`src/rtl/core/suks_pkg.sv`:
```
// ----------------------------------------------------------------------------
// Sorted unique key set package
// Shared types and codes for the sorted key set core and its cells.
// ----------------------------------------------------------------------------
package suks_pkg;

  localparam int KEY_W   = 32;
  localparam int POS_W   = 8;
  localparam int TOTAL_W = 9;

  typedef enum logic [1:0] {
    REQ_FIND   = 2'd0,
    REQ_ADD    = 2'd1,
    REQ_REMOVE = 2'd2,
    REQ_UNUSED = 2'd3
  } req_code_t;

  typedef enum logic [1:0] {
    ST_DONE        = 2'd0,
    ST_PRESENT     = 2'd1,
    ST_NOT_PRESENT = 2'd2,
    ST_FULL        = 2'd3
  } status_code_t;

  typedef enum logic [1:0] {
    PH_IDLE,
    PH_CMP,
    PH_UPD
  } phase_t;

  typedef struct packed {
    logic [1:0]       req_type;
    logic [KEY_W-1:0] key;
  } req_t;

  typedef struct packed {
    logic [1:0]         status;
    logic [POS_W-1:0]   position;
    logic [TOTAL_W-1:0] entry_total;
  } rsp_t;

  // Control broadcast from the sequencer to every cell.
  typedef struct packed {
    logic cmp_en;
    logic ins;
    logic rem;
  } cell_ctrl_t;

endpackage

```
`src/rtl/core/suks_encoder.sv`:
```
// ----------------------------------------------------------------------------
// Sorted key set position encoder
// Turns the one-hot boundary flags of the cell row into a binary index.
// ----------------------------------------------------------------------------
module suks_encoder #(
  parameter int N  = 256,
  parameter int IW = 8
) (
  input  logic [N-1:0]  boundary,
  output logic [IW-1:0] idx
);
  import suks_pkg::*;

  always_comb begin
    idx = '0;
    for (int i = 0; i < N; i++) begin
      if (boundary[i]) begin
        idx = idx | IW'(i);
      end
    end
  end

endmodule

```
`config.mk`:
```
export PLATFORM = sky130hd
export DESIGN_NAME = suks_encoder
export DESIGN_NICKNAME = d
export VERILOG_FILES = /design/src/rtl/core/suks_pkg.sv /design/src/rtl/core/suks_encoder.sv
export SDC_FILE = /design/constraint.sdc
export NUM_CORES = 1
export LEC_CHECK = 0
export BUFFER_PORTS_ARGS = -buffer_cell sky130_fd_sc_hd__buf_2
export CAP_MARGIN = 0
export CORE_AREA = 2 2 102 104
export DETAILED_ROUTE_END_ITERATION = 16
export DIE_AREA = 0 0 104 106
export SLEW_MARGIN = 20
export SYNTH_ARGS = -nofsm -noshare
export SYNTH_HDL_FRONTEND = slang
export SYNTH_SLANG_ARGS = --single-unit
```
`constraint.sdc`:
```
create_clock -name vclk -period 4.1
set_input_delay 1.025 -clock vclk [all_inputs]
set_output_delay 1.025 -clock vclk [all_outputs]
set_load 0.01 [all_outputs]
```
==> metrics.yaml, run 1 <==
setup.worst_path.class: "in2out"
postLayoutCellArea_sq_um: 2700
syn_area_sq_um: 1210
fin_crit_ns: 3.87
synthTopCellsByArea: "nor4_1 (61%), nand4_1 (16%), nand3_1 (6.6%), nor3_1 (6.2%), nor2_1 (4.0%)"
floorplan.initialDensity: 0.121
gp_congestion: 0.935
wl_per_cell_um: 23.8
drtAntennaViolNets: 0
synth_area_per_cell_sq_um: 5.90
vias: 3240
syn_inst: 205
post-route-worst-setup-slack_ns: 0.226
end_kind: "primary output"
status: "finished clean"
synth_cell_type_count: 8
power_frac_seq: 0
timing.critical_path.from_type: "primary input"
cpPeakStageDelay_ns: 0.84
yosysWarningCount: 0
first_pass_iters: 5
finalHoldViolations: 0
die_w_um: 104
use_met1: 0.289
hpwl_um: 13500
gr-total-overflow: 0
post_cts_buffers: 0
post_drt_via_cell_ratio: 5.36
timing.final.crit_share: 0.945
hold_path.class: "in2out"
critPathMaxFanout: 3
max_cap_viol_count: 0
max_slew_margin: 0.341
vdd_ir_drop_max_mv: 0.0256
p_sw_frac: 0.523
chipHeight_um: 106
drive_gt1_frac: 0.571
global_route.usage.met3: 0.0386
grt-busiest-layer: "met2"
die-area_sq_um: 11000
diodes: 0
synth.largest_area_cell: "nor4_1"
yosysTopAreaCellShare: 0.606
placed_cells: 604
ios: 264
fill_cells: 1161
cp_data_arrival_time_ns: 2.85
post-place-ws_ns: 0.254
fmaxAchievable_ghz: 0.258
synth_most_common_cell: "nor4_1"
ctsHoldBuffers: 0
ys_seq_area_frac: 0
drtIter0Drc: 240
combPwrFrac: 1.000
cpMaxStageDelayCell: "nor4_1"
worst_pin_slew_ns: 0.980
grt_pass1_wl_um: 20300
fp-row-count: 37
final_cells: 604
power.density_nw_per_um2: 79.5
antenna_found_initial: 0
seqCellArea_sq_um: 0
rsz0062_at_grt: "no"
clock_buffers: 0
pwr-share-clk: 0
seq_cells: 0
grt_usage: 0.245
power.switching_mw: 0.112
grt_start_max_net_pins: 4
cp_cell_sequence: "buf_2 -> nor4_1 -> nand4_1 -> nor4_1 -> nand3_1 -> buf_2"
drc: 0
drv_slew: 0
fin_nets: 726
wirelength_um: 14400
place_area_sq_um: 2700
p_leak_nw: 1.11
synth_common_cells: "nor4_1 (117), nand4_1 (30), nand3_1 (16), nor3_1 (15), nor2_1 (13)"
area_growth_pct: 123
grtUsageMet2: 0.459
post_cts_resize_count: 0
worstPathRequired_ns: 3.07
grt_pass1_vias: 3378
tns_ns: 0
port_buffers: 263
p_int_mw: 0.102
core_area_sq_um: 10000
syn_nets: 461
setup_viol: 0
[cell usage in the layout, fill, tap and decap left out]
master and instances:
nor2_1 13, buf_2 263, nand4_1 30, nor4_1 117, nor3_1 15, nand3_2 1, nand3_1 16, nor4_2 3
nand2_1 10
[path summary, 6_finish.rpt]
kind                       from      to  depth (start not counted)  slack, ns
setup / recovery  boundary[213]  idx[2]                          6       0.23
hold / removal    boundary[129]  idx[7]                          4       2.40
[worst max-delay path: cells and delay by family]
kind                   cells  cell delay, ns
buffers and inverters      2            0.29
and+or+nand+nor            4            1.52
[through the flow]
step                utilization  power [mW]  hold WS [ns]
floorplan                     -      0.0263          2.18
global placement          0.270       0.209          2.41
detailed placement        0.270       0.211          2.41
CTS                       0.270       0.212          2.41
global route              0.270       0.228          2.43
finish                    0.270       0.214          2.40
[power by group through the flow]
stage                     Combinational [mW]  Sequential (mW)  Clock, mW
after floorplan                       0.0263                0          0
after global placement                 0.209                0          0
after detailed placement               0.211                0          0
after CTS                              0.212                0          0
after global routing                   0.228                0          0
final                                  0.214                0          0
[per-layer routing]
| layer | vias to the layer above | wire, um |
|---|---|---|
| met1 | 1491 | 5560 |
| met4 | 0 | 403 |
| li1 | 1493 | - |
| met3 | 25 | 1240 |
| met5 | - | 0 |
| met2 | 231 | 7170 |
[final cells by class]
| type | instances | area, sq um | share of cell area |
|---|---|---|---|
| multi-input cells | 205 | 1210 | 0.448 |
| well taps | 136 | 170 | 0.0631 |
| repair buffers | 263 | 1320 | 0.488 |
[logic make-up after synthesis]
logic type,synth area share
simple gates,1.00
No activity file was read; power rests on OpenSTA's default activity.
==> run 2, diff against run 1 <==
--- a/config.mk
+++ b/config.mk
@@ -7,9 +7,13 @@
 export LEC_CHECK = 0
 export BUFFER_PORTS_ARGS = -buffer_cell sky130_fd_sc_hd__buf_2
 export CAP_MARGIN = 0
-export CORE_AREA = 2 2 102 104
+export CELL_PAD_IN_SITES_DETAIL_PLACEMENT = 1
+export CELL_PAD_IN_SITES_GLOBAL_PLACEMENT = 1
+export CORE_AREA = 2 2 103 105
 export DETAILED_ROUTE_END_ITERATION = 16
-export DIE_AREA = 0 0 104 106
+export DIE_AREA = 0 0 105 107
+export PLACE_DENSITY_LB_ADDON = 0.1
+export RECOVER_POWER = 25
 export SLEW_MARGIN = 20
 export SYNTH_ARGS = -nofsm -noshare
 export SYNTH_HDL_FRONTEND = slang
==> constraint.sdc (replaced) <==
create_clock -name vclk -period 4.58
set_input_delay 1.145 -clock vclk [all_inputs]
set_output_delay 1.145 -clock vclk [all_outputs]
set_load 0.01 [all_outputs]
==> metrics.yaml, run 2 (same netlist as run 1, synthesis figures left out) <==
fill_cells: 1393
fp-row-count: 37
hpwl_um: 13600
wl_per_cell_um: 23.3
fin_crit_ns: 3.92
post_cts_buffers: 0
grt_start_max_net_pins: 4
vias: 3088
die_w_um: 105
gp_congestion: 0.953
cpPeakStageDelay_ns: 0.54
max_cap_viol_count: 0
drive_gt1_frac: 0.573
end_kind: "primary output"
max_slew_margin: 0.563
ctsHoldBuffers: 0
postLayoutCellArea_sq_um: 2750
critical_path.top_delay_family: "simple AND/OR/NAND/NOR gates"
setup_viol: 0
p_leak_nw: 1.15
grt_usage: 0.241
vdd_ir_drop_max_mv: 0.0187
die-area_sq_um: 11200
chipHeight_um: 107
post_drt_via_cell_ratio: 5.05
first_pass_iters: 4
drtIter0Drc: 100
cp_data_arrival_time_ns: 2.77
ios: 264
cpMaxStageDelayCell: "nor4_1"
core_area_sq_um: 10100
mostFrequentLayoutCells: "buf_2 (261), nor4_1 (117), nand4_1 (30)"
post-place-ws_ns: 0.653
worst_pin_slew_ns: 0.649
post_cts_resize_count: 0
status: "finished clean"
multi_input_area_sq_um: 1210
place_area_sq_um: 2750
mostFrequentLayoutCell: "buf_2"
port_buffers: 263
fin_nets: 733
timing.critical_path.from_type: "primary input"
fin_hold_ws_ns: 2.62
diodes: 0
worstPathRequired_ns: 3.43
clock_buffers: 0
seqCellArea_sq_um: 0
crit_top_cell: "nor4_1"
cp_cell_sequence: "buf_2 -> nor4_1 -> nand4_1 -> nor4_1 -> nand3_1 -> clkbuf_1"
fmaxAchievable_ghz: 0.255
drc: 0
gr-total-overflow: 0
p_total_mw: 0.188
grt_pass1_wl_um: 20400
drv_slew: 0
tns_ns: 0
seq_cells: 0
floorplan.initialDensity: 0.120
finalHoldViolations: 0
rsz0062_at_grt: "no"
critPathMaxFanout: 2
power.density_nw_per_um2: 68.6
timing.final.crit_share: 0.855
hold_path.class: "in2out"
drtAntennaViolNets: 0
worst-path-buf-inv: 2
grt_pass1_vias: 3444
setup.worst_path.class: "in2out"
wirelength_um: 14200
post-route-worst-setup-slack_ns: 0.665
antenna_found_initial: 0
area_growth_pct: 127
## run 2: cell types whose count changed in the layout (fill, tap and decap cells not counted)
cell / delta
buf_2: -2
buf_4: +7
clkbuf_1: +2
## run 2: worst min-delay path, stage by stage
cell	delay, ns
buf_2	0.09
nor4_1	0.05
nand3_1	0.06
buf_2	0.14
## run 2: area by class of cell
cell class | count | area share
repair buffers | 270 | 0.498
multi-input cells | 205 | 0.440
well taps | 136 | 0.0620
## run 2: path summary, 6_finish.rpt
path | start | end | cells past startpoint
worst min-delay path | boundary[112] | idx[6] | 4
worst max-delay path | boundary[174] | idx[3] | 6
## run 2: per-layer routing
metal | routed length (um) | global-route usage | share of wire | vias to the layer above
met5 | 0 | 0 | 0 | -
met1 | 5970 | 0.296 | 0.42 | 1427
met3 | 917 | 0.0371 | 0.065 | 10
met2 | 7140 | 0.454 | 0.50 | 154
li1 | - | - | - | 1497
met4 | 184 | 0.0286 | 0.013 | 0
## run 2: stage by stage
step | utilization | instances
after floorplan | - | 205
after global placement | 0.272 | 611
after detailed placement | 0.272 | 611
after CTS | 0.272 | 611
after global routing | 0.272 | 611
final | 0.272 | 611
## run 2: report_power, final
group	internal [mW]	leakage, nW	switching [mW]	total (mW)
Sequential	0	0	0	0
Combinational	0.0933	1.15	0.0951	0.188
Clock	0	0	0	0
Total	0.0933	1.15	0.0951	0.188
==> run 3, diff against run 2 <==
--- a/config.mk
+++ b/config.mk
@@ -5,13 +5,14 @@
 export SDC_FILE = /design/constraint.sdc
 export NUM_CORES = 1
 export LEC_CHECK = 0
+export ABC_AREA = 1
 export BUFFER_PORTS_ARGS = -buffer_cell sky130_fd_sc_hd__buf_2
 export CAP_MARGIN = 0
 export CELL_PAD_IN_SITES_DETAIL_PLACEMENT = 1
 export CELL_PAD_IN_SITES_GLOBAL_PLACEMENT = 1
-export CORE_AREA = 2 2 103 105
+export CORE_MARGIN = 1.5
+export CORE_UTILIZATION = 22
 export DETAILED_ROUTE_END_ITERATION = 16
-export DIE_AREA = 0 0 105 107
 export PLACE_DENSITY_LB_ADDON = 0.1
 export RECOVER_POWER = 25
 export SLEW_MARGIN = 20
==> metrics.yaml, run 3 <==
timing.final.crit_share: 0.754
synth_xor_area_frac: 0
drive_gt1_frac: 0.320
setup.worst_path.class: "in2out"
power.density_nw_per_um2: 59.2
max_slew_margin: 0.783
fin_nets: 1185
synth_compound_area_frac: 0
worst-path-buf-inv: 2
end_kind: "primary output"
crit_top_cell: "nand2_1"
syn_nets: 920
die_w_um: 113
fin_hold_ws_ns: 2.77
holdPathStages: 8
vdd_ir_drop_max_mv: 0.0210
cpMaxStageDelayCell: "or2_1"
synth_area_per_cell_sq_um: 4.03
post-route-worst-setup-slack_ns: 1.13
grt_pass1_wl_um: 22100
worst_pin_slew_ns: 0.325
fill_cells: 1883
yosysTopAreaCellShare: 0.347
min_from: "boundary[2]"
fp-row-count: 40
post-place-ws_ns: 1.09
area_growth_pct: 56.1
drtAntennaViolNets: 0
synth_top_family_by_area: "simple AND/OR/NAND/NOR gates"
vias: 4473
wl_per_cell_um: 13.7
synth_common_cells: "nor2_1 (247), nand2_1 (185), inv_1 (139), nand4_1 (27), inv_2 (20)"
post-route-util: 0.351
wirelength_um: 14800
worstPathRequired_ns: 3.43
yosysWarningCount: 0
grt_pass1_vias: 4549
setup_viol: 0
drtIter0Drc: 137
gr-total-overflow: 0
grt_usage: 0.222
startpoint: "boundary[145]"
p_leak_nw: 2.49
synth_most_common_cell: "nor2_1"
critPathMaxFanout: 2
cp.depth: 9
cp_data_arrival_time_ns: 2.31
hold_path.class: "in2out"
ys_seq_area_frac: 0
syn_inst: 664
yosys.area_share.adder: 0
floorplan.initialDensity: 0.225
syn_area_sq_um: 2680
clock_buffers: 0
cp_cell_sequence: "buf_2 -> or2_1 -> nor2_1 -> nand2_1 -> nor2_1 -> nand2_1 -> nor2_2 -> nand2_1 -> buf_2"
mostFrequentLayoutCells: "buf_2 (261), nor2_1 (247), nand2_1 (185)"
p_total_mw: 0.247
post_cts_resize_count: 0
chipHeight_um: 113
first_pass_iters: 4
tns_ns: 0
timing.critical_path.from_type: "primary input"
fin_crit_ns: 3.45
gp_congestion: 0.866
ios: 264
port_buffers: 263
synthMuxAreaShare: 0
fmaxAchievable_ghz: 0.290
antenna_found_initial: 0
cpPeakStageDelay_ns: 0.23
seq_cells: 0
seqCellArea_sq_um: 0
synthSimpleGateAreaFrac: 0.766
max_cap_viol_count: 0
drv_slew: 0
synth_cell_type_count: 14
die-area_sq_um: 12800
grt_start_max_net_pins: 4
critical_path.top_delay_family: "simple AND/OR/NAND/NOR gates"
post_drt_via_cell_ratio: 4.16
hpwl_um: 14300
finalHoldViolations: 0
synthTopCellsByArea: "nor2_1 (35%), nand2_1 (26%), inv_1 (20%), nand4_1 (6.3%), inv_2 (2.8%)"
post_cts_buffers: 0
synth.largest_area_cell: "nor2_1"
core_area_sq_um: 11900
mostFrequentLayoutCell: "buf_2"
status: "finished clean"
drc: 0
ctsHoldBuffers: 0
rsz0062_at_grt: "no"
[run 3: cell count changes in the layout (fill, tap and decap cells not counted), sizes merged]
cell	before	now
and2	0	16
buf	268	261
clkinv	0	8
diode	0	1
inv	0	159
nand2	10	188
nand3	17	0
nand4	30	27
nor2	13	258
nor3	15	0
nor4	120	0
or2	0	8
[run 3: cells by family (layout without fill, tap and decap cells)]
| kind of cell | after synthesis | count (layout) |
|---|---|---|
| other | 0 | 1 |
| buffers and inverters | 167 | 430 |
| and+or+nand+nor | 497 | 497 |
[run 3: layer usage]
| metal | GRT usage | vias to the layer above | routed length [um] |
|---|---|---|---|
| met2 | 0.427 | 150 | 7300 |
| met5 | 0 | - | 0 |
| met3 | 0.0230 | 6 | 846 |
| met1 | 0.275 | 1900 | 6480 |
| met4 | 0.0175 | 0 | 133 |
| li1 | - | 2417 | - |
[run 3: final timing paths]
path      to  slack, ns
max   idx[7]       1.13
min   idx[1]       2.77
[run 3: cell type report]
cell class	instances	area [sq um]	share of cell area
multi-input combinational	497	2050	0.491
antenna	1	2.50	0.000599
inverter	167	627	0.150
tap	147	184	0.0441
timing repair buffer	263	1310	0.315
[run 3: metrics by stage]
step | instance area [sq um] | cells
after CTS | 4180 | 1074
after global placement | 4180 | 1074
after floorplan | 2680 | 664
after global routing | 4170 | 1074
final | 4180 | 1075
after detailed placement | 4180 | 1074
[run 3: where the power goes]
group | leakage [nW] | internal [mW] | switching [mW]
combinational | 2.49 | 0.118 | 0.129
clock | 0.00000634 | 0.0000000293 | 0
sequential | 0 | 0 | 0
