`src/rtl/core/suks_pkg.sv`:
```
// ----------------------------------------------------------------------------
// Sorted unique key set package
// Shared types and codes for the sorted key set core and its cells.
// ----------------------------------------------------------------------------
package suks_pkg;

  localparam int KEY_W   = 32;
  localparam int POS_W   = 8;
  localparam int TOTAL_W = 9;

  typedef enum logic [1:0] {
    REQ_FIND   = 2'd0,
    REQ_ADD    = 2'd1,
    REQ_REMOVE = 2'd2,
    REQ_UNUSED = 2'd3
  } req_code_t;

  typedef enum logic [1:0] {
    ST_DONE        = 2'd0,
    ST_PRESENT     = 2'd1,
    ST_NOT_PRESENT = 2'd2,
    ST_FULL        = 2'd3
  } status_code_t;

  typedef enum logic [1:0] {
    PH_IDLE,
    PH_CMP,
    PH_UPD
  } phase_t;

  typedef struct packed {
    logic [1:0]       req_type;
    logic [KEY_W-1:0] key;
  } req_t;

  typedef struct packed {
    logic [1:0]         status;
    logic [POS_W-1:0]   position;
    logic [TOTAL_W-1:0] entry_total;
  } rsp_t;

  // Control broadcast from the sequencer to every cell.
  typedef struct packed {
    logic cmp_en;
    logic ins;
    logic rem;
  } cell_ctrl_t;

endpackage

```
`src/rtl/core/suks_cell.sv`:
```
// ----------------------------------------------------------------------------
// Sorted key set cell
// Holds one key, compares it against the request key and shifts with its
// neighbors on an insert or a remove.
// ----------------------------------------------------------------------------
module suks_cell (
  input  logic                       clk,
  input  suks_pkg::cell_ctrl_t       ctrl,
  input  logic [suks_pkg::KEY_W-1:0] key_in,
  input  logic                       valid,
  input  logic                       left_lt,
  input  logic [suks_pkg::KEY_W-1:0] left_key,
  input  logic [suks_pkg::KEY_W-1:0] right_key,
  output logic [suks_pkg::KEY_W-1:0] key_out,
  output logic                       lt,
  output logic                       eq,
  output logic                       boundary
);
  import suks_pkg::*;

  logic [KEY_W-1:0] key_r, key_nxt;
  logic             lt_r, eq_r;

  always_ff @(posedge clk) begin
    if (ctrl.cmp_en) begin
      lt_r <= valid && (key_r < key_in);
      eq_r <= valid && (key_r == key_in);
    end
    key_r <= key_nxt;
  end

  // Cells below the point keep their key; on an insert the cell at the point
  // takes the new key and those above the left key; on a remove, the right key.
  always_comb begin
    key_nxt = key_r;
    priority if (ctrl.ins && !lt_r) begin
      key_nxt = left_lt ? key_in : left_key;
    end else if (ctrl.rem && !lt_r) begin
      key_nxt = right_key;
    end
  end

  assign key_out  = key_r;
  assign lt       = lt_r;
  assign eq       = eq_r;
  assign boundary = !lt_r && left_lt;

endmodule

```
`config.mk`:
```
export PLATFORM = sky130hd
export DESIGN_NAME = suks_cell
export DESIGN_NICKNAME = d
export VERILOG_FILES = /design/src/rtl/core/suks_pkg.sv /design/src/rtl/core/suks_cell.sv
export SDC_FILE = /design/constraint.sdc
export NUM_CORES = 1
export LEC_CHECK = 0
export BUFFER_PORTS_ARGS = -buffer_cell sky130_fd_sc_hd__buf_2
export CAP_MARGIN = 20
export CORE_MARGIN = 8
export CORE_UTILIZATION = 45
export DETAILED_ROUTE_END_ITERATION = 8
export GPL_ROUTABILITY_DRIVEN = 0
export GPL_TIMING_DRIVEN = 0
export PLACE_DENSITY = 0.89
export SYNTH_ARGS = -nofsm -noshare
export SYNTH_HDL_FRONTEND = slang
export SYNTH_SLANG_ARGS = --single-unit
```
`constraint.sdc`:
```
create_clock -name clk -period 2.6 [get_ports clk]
set_clock_uncertainty 0.15 [all_clocks]
set_input_delay 0.52 -clock clk [delete_from_list [all_inputs] [get_ports clk]]
set_output_delay 0.52 -clock clk [all_outputs]
set_load 0.02 [all_outputs]
```
==> results of run 1 <==
layout make-up:
cell class	count	area, sq um
inverter	32	120
sequential	34	1020
buffer	11	60.1
tap	72	90.1
timing repair buffer	135	676
clock buffer	6	72.6
clock inverter	2	8.76
multi-input combinational	181	1350
fill	501	2080
state kept, by name, summed over array words and instances, names as in the netlist:
name     cells
key_out     32
eq           1
lt           1
report_power, final:
| part | total [W] | switching [W] | internal [W] |
|---|---|---|---|
| Sequential | 0.000704 | 0.0000276 | 0.000676 |
| Combinational | 0.000509 | 0.000296 | 0.000213 |
| Clock | 0.000385 | 0.000200 | 0.000184 |
critical path, delay by kind of cell, from the launching register on:
kind	cells	cell delay (ns)
AO/OA/AOI/OAI	3	0.37
flip-flops	1	0.40
adder cells (fa/ha/maj)	1	0.34
AND/OR/NAND/NOR	2	0.46
per-stage QoR:
step	TNS [ns]	util, %
2_1_floorplan	0	-
3_3_place_gp	-21.60	60.4
3_5_place_dp	0	60.6
4_1_cts	0	62.1
5_1_grt	0	62.1
6_report	0	62.1
metal layers:
layer,global-route usage (%),vias up
met1,19.0,1122
met4,7.37,2
met3,4.94,17
li1,-,1213
met5,0,-
met2,33.1,94
worst paths after layout:
| check | from | endpoint | slack, ns |
|---|---|---|---|
| setup / recovery | key_out[15]$_DFFE_PP_ | lt$_DFFE_PP_ | 0.61 |
| hold / removal | ctrl[2] | eq$_DFFE_PP_ | 0.30 |
| setup reg to reg | key_out[15]$_DFFE_PP_ | lt$_DFFE_PP_ | 0.61 |
| hold reg to reg | key_out[31]$_DFFE_PP_ | lt$_DFFE_PP_ | 0.66 |
cell usage in the layout (no fill, tap or decap), drive strengths merged, types with 3 or more instances in the layout:
cell	instances
clkbuf	8
buf	144
nor2	5
edfxtp	34
nor4	4
inv	32
nand4	7
ha	32
nor2b	3
mux2i	32
a21oi	11
a21o	3
nand2	38
o21ai	35
Yosys cell counts, types with 2 or more instances:
library cell,number
ha_1,32
o21ai_0,34
nand2_1,38
nand4_1,6
nor4_1,2
a21oi_1,11
edfxtp_1,34
nor2b_1,2
clkbuf_1,2
nor4_2,2
mux2i_1,32
buf_2,6
inv_1,32
a21o_1,3
buf_4,3
nor2_1,5
o21a_1,2
cell families after synthesis:
group	Yosys count
simple gates	60
flops	34
mux	32
compound gates	57
buf+inv	43
fa+ha+maj	32
==> out/results.ini, run 1 <==
[clock_tree]
h-tree-depth = 2
clock_sinks = 34
post-cts-setup-buffers = 0
cts_resized = 0
clk_latency_ns = 0.28
cts_buffers = 5
clkTransAtPathRegs_ns = 0.07
cts_tree = done
ctsHoldBuffers = 0
clockRootBuffer = clkbuf_8
ctsLongestPathBuffers = 2

[detailed_routing]
routed_wl_microns = 7760
initialDrtViolationCount = 149
drc_errors = 0
via_per_inst = 5.18
post_drt_wl_per_cell_microns = 16.4
routed-wl-met2_microns = 4090
drt-met1-wl_microns = 3000
ant_nets = 0
first_pass_iters = 6
vias = 2448
dr_wl_met3_microns = 455
routed.top_layer = met5

[flow_run]
cap_violations = 0

[timing]
drv_slew = 0
holdWs_ns = 0.298
grt_setup_unrepaired = false
worstMarginPinSlew_ns = 0.955
layout_setup_ws_ns = 0.611
min_period_over_period_pct = 76.5
period_needed_ns = 1.99
finalSetupViolCount = 0
slew_headroom_pct = 36.2
clock.fmax_mhz = 503
hold_violations = 0

[critical_path]
startpoint_type = flop
crit_chain = ha_1, nand4_2, nor4_2, o21ai_1, o211ai_1, a211oi_2
worst_ep_required_time_ns = 2.48
path_max_fanout = 3
end_kind = flop
worst_r2r_path_depth = 6
worstPathArrival_ns = 1.87
worstSetupPathType = reg -> reg
cp_slowest_cell = edfxtp_1
cpPeakStageDelay_ns = 0.40

[layout]
antenna_cells = 0
final_nets = 534
design_area_sq_um = 3400
drive_gt1_share_pct = 38.9
area_delta_synth_final_pct = 33.6
instances_no_fill = 473

[logic_synthesis]
synth_xor_area_share_pct = 0
synth_edf_count = 34
syn_avg_cell_area_sq_um = 9.85
synthFlopType = edfxtp_1
synth_nets = 392
synth_mux_area_share_pct = 12.6
yosysUniqueCellTypes = 29
synth_top_area_cell = edfxtp_1
synthAdderAreaFrac_pct = 15.7
synthCells = 258
ys_seq_elements = 34
async_flop_share_pct = 0
synth-simple-area-share_pct = 11.6
ys_warn_count = 0
synth_top_family_by_area = adder cells
syn_area_sq_um = 2540
synth_compound_area_share_pct = 12.8
synth_top_area_share_pct = 40.2
synthTopCellsByArea = edfxtp_1 40%, ha_1 16%, mux2i_1 13%
ys_seq_area_share_pct = 40.2

[power_and_ir_drop]
power_density_nw_per_um2 = 470
p_leak_nw = 1.81
power.total_w = 0.00160
irDropWorstVdd_uv = 298

[placed_design]
place_ws_ns = 0.346
port_buffers = 135
dp_hpwl_microns = 6440
dp.cells = 465
placed_area_sq_um = 3320

[floorplanning]
io_pins = 137
core_sq_um = 5470
dieHeight_microns = 91.2
die_w_microns = 91.2
initial_utilization_pct = 46.5
rows = 27
die_area_sq_um = 8310

[grt]
grt_pass1_vias = 2602
overflow = 0
antenna_found_initial = 1
grt_max_degree = 33
grt_use_total_pct = 18.0
grt_pass1_wl_microns = 12100

[status]
status = complete, no violations

[hold_path]
hold_class = in -> reg
hold_path_depth = 1

(Power assumes the default switching activity.)
==> run 2: changes to the inputs <==
--- a/config.mk
+++ b/config.mk
@@ -5,14 +5,15 @@
 export SDC_FILE = /design/constraint.sdc
 export NUM_CORES = 1
 export LEC_CHECK = 0
+export ABC_AREA = 1
 export BUFFER_PORTS_ARGS = -buffer_cell sky130_fd_sc_hd__buf_2
 export CAP_MARGIN = 20
 export CORE_MARGIN = 8
-export CORE_UTILIZATION = 45
+export CORE_UTILIZATION = 46
 export DETAILED_ROUTE_END_ITERATION = 8
 export GPL_ROUTABILITY_DRIVEN = 0
 export GPL_TIMING_DRIVEN = 0
-export PLACE_DENSITY = 0.89
+export PLACE_DENSITY = 0.91
 export SYNTH_ARGS = -nofsm -noshare
 export SYNTH_HDL_FRONTEND = slang
 export SYNTH_SLANG_ARGS = --single-unit
==> constraint.sdc (replaced) <==
create_clock -name clk -period 1.95 [get_ports clk]
set_clock_uncertainty 0.15 [all_clocks]
set_input_delay 0.39 -clock clk [delete_from_list [all_inputs] [get_ports clk]]
set_output_delay 0.39 -clock clk [all_outputs]
set_load 0.02 [all_outputs]
==> out/results.ini, run 2 <==
[critical_path]
worst_ep_required_time_ns = 1.70  ; was 2.48 ns
cp_slowest_cell = nor2_4  ; was edfxtp_1
rrSetupSlack_ns = 0.1  ; was 0.61 ns
crit_chain = nor2_4  ; was ha_1, nand4_2, nor4_2, o21ai_1, o211ai_1, a211oi_2
worstSetupPathType = reg -> reg  ; unchanged
end_kind = flop  ; unchanged
regToRegEndpoint = key_out[14]$_DFFE_PP_  ; was lt$_DFFE_PP_
path_max_fanout = 32  ; was 3
path_buf_inv = 0  ; unchanged
cpPeakStageDelay_ns = 0.80  ; was 0.40 ns
worstPathArrival_ns = 1.60  ; was 1.87 ns
timing.rr.start = lt$_DFFE_PP_  ; was key_out[15]$_DFFE_PP_
crit_family = simple AND/OR/NAND/NOR gates  ; unchanged
startpoint_type = flop  ; unchanged
worst_r2r_path_depth = 1  ; was 6

[clock_tree]
cts_tree = done  ; unchanged
clockRootBuffer = clkbuf_8  ; unchanged
cts_buffers = 5  ; unchanged
clock_sinks = 34  ; unchanged
ctsLongestPathBuffers = 2  ; unchanged
post-cts-setup-buffers = 0  ; unchanged
clk_latency_ns = 0.28  ; about the same
clkTransAtPathRegs_ns = 0.07  ; about the same
h-tree-depth = 2  ; unchanged
ctsHoldBuffers = 0  ; unchanged
cts_resized = 0  ; unchanged

[logic_synthesis]
ys_seq_area_share_pct = 39.8  ; was 40.2%
synthTopCellsByCount = 98 x nand2_1, 44 x inv_1, 42 x nor2_1, 34 x edfxtp_1  ; was 38 x nand2_1, 34 x edfxtp_1, 34 x o21ai_0
synthCells = 324  ; was 258
syn_avg_cell_area_sq_um = 7.91  ; was 9.85 sq um
synth_nets = 458  ; was 392
synthTopCellsByArea = edfxtp_1 40%, ha_1 16%, nand2_1 14%  ; was edfxtp_1 40%, ha_1 16%, mux2i_1 13%
ys_warn_count = 0  ; unchanged
async_flop_share_pct = 0  ; unchanged
synth_edf_count = 34  ; unchanged
synth_top_area_cell = edfxtp_1  ; unchanged
yosysUniqueCellTypes = 20  ; was 29
ys_seq_elements = 34  ; unchanged
synthFlopType = edfxtp_1  ; unchanged
synth_top_area_share_pct = 39.8  ; was 40.2%
syn_area_sq_um = 2560  ; was 2540 sq um
yosysMostFrequentCell = nand2_1  ; unchanged

[power_and_ir_drop]
irDropWorstVdd_uv = 424  ; was 298 uV
power_density_nw_per_um2 = 623  ; was 470 nW/um^2
p_leak_nw = 1.83  ; was 1.81 nW

[layout]
seqCellArea_sq_um = 1020  ; unchanged
drive_gt1_share_pct = 33.8  ; was 38.9%
final_common_cell = buf_2  ; unchanged
largest_reg_flops = 32  ; unchanged
multiInputGateArea_sq_um = 1300  ; was 1350 sq um
finalCoreUtilization_pct = 62.8  ; was 62.1%
area_delta_synth_final_pct = 33.3  ; was 33.6%
nFillCells = 490  ; was 501
antenna_cells = 0  ; unchanged
final_cell_mix = 145 x buf_2, 98 x nand2_1, 44 x inv_1  ; was 141 x buf_2, 38 x nand2_1, 34 x o21ai_0, 34 x edfxtp_1
final_nets = 600  ; was 534

[detailed_routing]
ant_nets = 0  ; unchanged
vias = 2726  ; was 2448
first_pass_iters = 4  ; was 6
via_per_inst = 5.06  ; was 5.18
routed_wl_microns = 8120  ; was 7760 microns
drc_errors = 0  ; unchanged
initialDrtViolationCount = 126  ; was 149
post_drt_wl_per_cell_microns = 15.1  ; was 16.4 microns

[timing]
layout_setup_ws_ns = 0.0955  ; was 0.611 ns
hold_violations = 0  ; unchanged
drv_slew = 0  ; unchanged
clock.fmax_mhz = 539  ; was 503 MHz
finalSetupViolCount = 0  ; unchanged
period_needed_ns = 1.85  ; was 1.99 ns
worstMarginPinSlew_ns = 0.984  ; was 0.955 ns
slew_headroom_pct = 34.2  ; was 36.2%
grt_setup_unrepaired = false  ; unchanged
min_period_over_period_pct = 95.1  ; was 76.5%
tns_ns = 0  ; unchanged

[hold_path]
hold_class = in -> reg  ; unchanged
hold_path_depth = 1  ; unchanged
worstHoldStart = ctrl[2]  ; unchanged
min_to = eq$_DFFE_PP_  ; unchanged

[status]
status = complete, no violations  ; unchanged

[floorplanning]
die_w_microns = 90.7  ; was 91.2 microns
core_sq_um = 5440  ; was 5470 sq um
rows = 27  ; unchanged
dieHeight_microns = 90.7  ; was 91.2 microns
die_area_sq_um = 8220  ; was 8310 sq um
io_pins = 137  ; unchanged
initial_utilization_pct = 47.1  ; was 46.5%

[flow_run]
cap_violations = 0  ; unchanged

[grt]
grt_pass1_wl_microns = 13100  ; was 12100 microns
grt_max_degree = 33  ; unchanged
overflow = 0  ; unchanged
grt_use_total_pct = 19.3  ; was 18.0%
grt_pass1_vias = 2911  ; was 2602
antenna_found_initial = 0  ; was 1

[placed_design]
dp_hpwl_microns = 6670  ; was 6440 microns
port_buffers = 135  ; unchanged
place_ws_ns = 0.0453  ; was 0.346 ns

run 2: cell families (layout without fill, tap and decap cells):
group,count (synthesis),in the layout,share of synthesized area (%)
compound gates,50,50,11.7
fa+ha+maj,32,32,15.6
buf+inv,58,201,9.86
flops,34,34,39.8
simple gates,150,150,23.0
run 2: where the power goes:
part | internal, W | switching [W] | total, W
logic | 0.000274 | 0.000411 | 0.000685
registers | 0.000901 | 0.0000398 | 0.000941
clock network | 0.000246 | 0.000258 | 0.000504
total | 0.00142 | 0.000709 | 0.00213
run 2: final cells by class:
cell class,instances,share of cell area [%]
clock buffers,6,2.12
repair buffers,135,19.8
flip-flops and latches,34,29.9
inverters,45,4.94
multi-input cells,232,38.0
plain buffers,13,2.45
clock inverters,2,0.256
well taps,72,2.64
run 2: worst max path at each step:
stage / start / to / depth (start not counted) / slack (ns)
after detailed placement: key_in[31] / lt$_DFFE_PP_ / 8 / 0.05
after CTS: lt$_DFFE_PP_ / key_out[19]$_DFFE_PP_ / 1 / 0.08
after global routing: lt$_DFFE_PP_ / key_out[22]$_DFFE_PP_ / 1 / 0.009
after global placement: key_in[31] / lt$_DFFE_PP_ / 10 / 0.12
final: lt$_DFFE_PP_ / key_out[14]$_DFFE_PP_ / 1 / 0.1
after floorplan: key_out[31]$_DFFE_PP_ / lt$_DFFE_PP_ / 8 / 0.23
run 2: through the flow:
stage / cell area, sq um / power (W) / std cells / hold WS (ns)
after floorplan: 2570 / 0.00136 / 324 / 0.352
after global placement: 3340 / 0.00161 / 531 / 0.460
after detailed placement: 3340 / 0.00164 / 531 / 0.467
after CTS: 3420 / 0.00215 / 539 / 0.175
after global routing: 3420 / 0.00226 / 539 / 0.173
final: 3420 / 0.00213 / 539 / 0.182
run 2: per-layer routing:
| layer | part of all wire (%) | vias up | track usage, % |
|---|---|---|---|
| met5 | 0 | - | 0 |
| met4 | 1.9 | 0 | 6.24 |
| met3 | 8.6 | 14 | 5.57 |
| met2 | 51 | 115 | 35.1 |
| met1 | 38 | 1233 | 20.8 |
| li1 | - | 1364 | - |
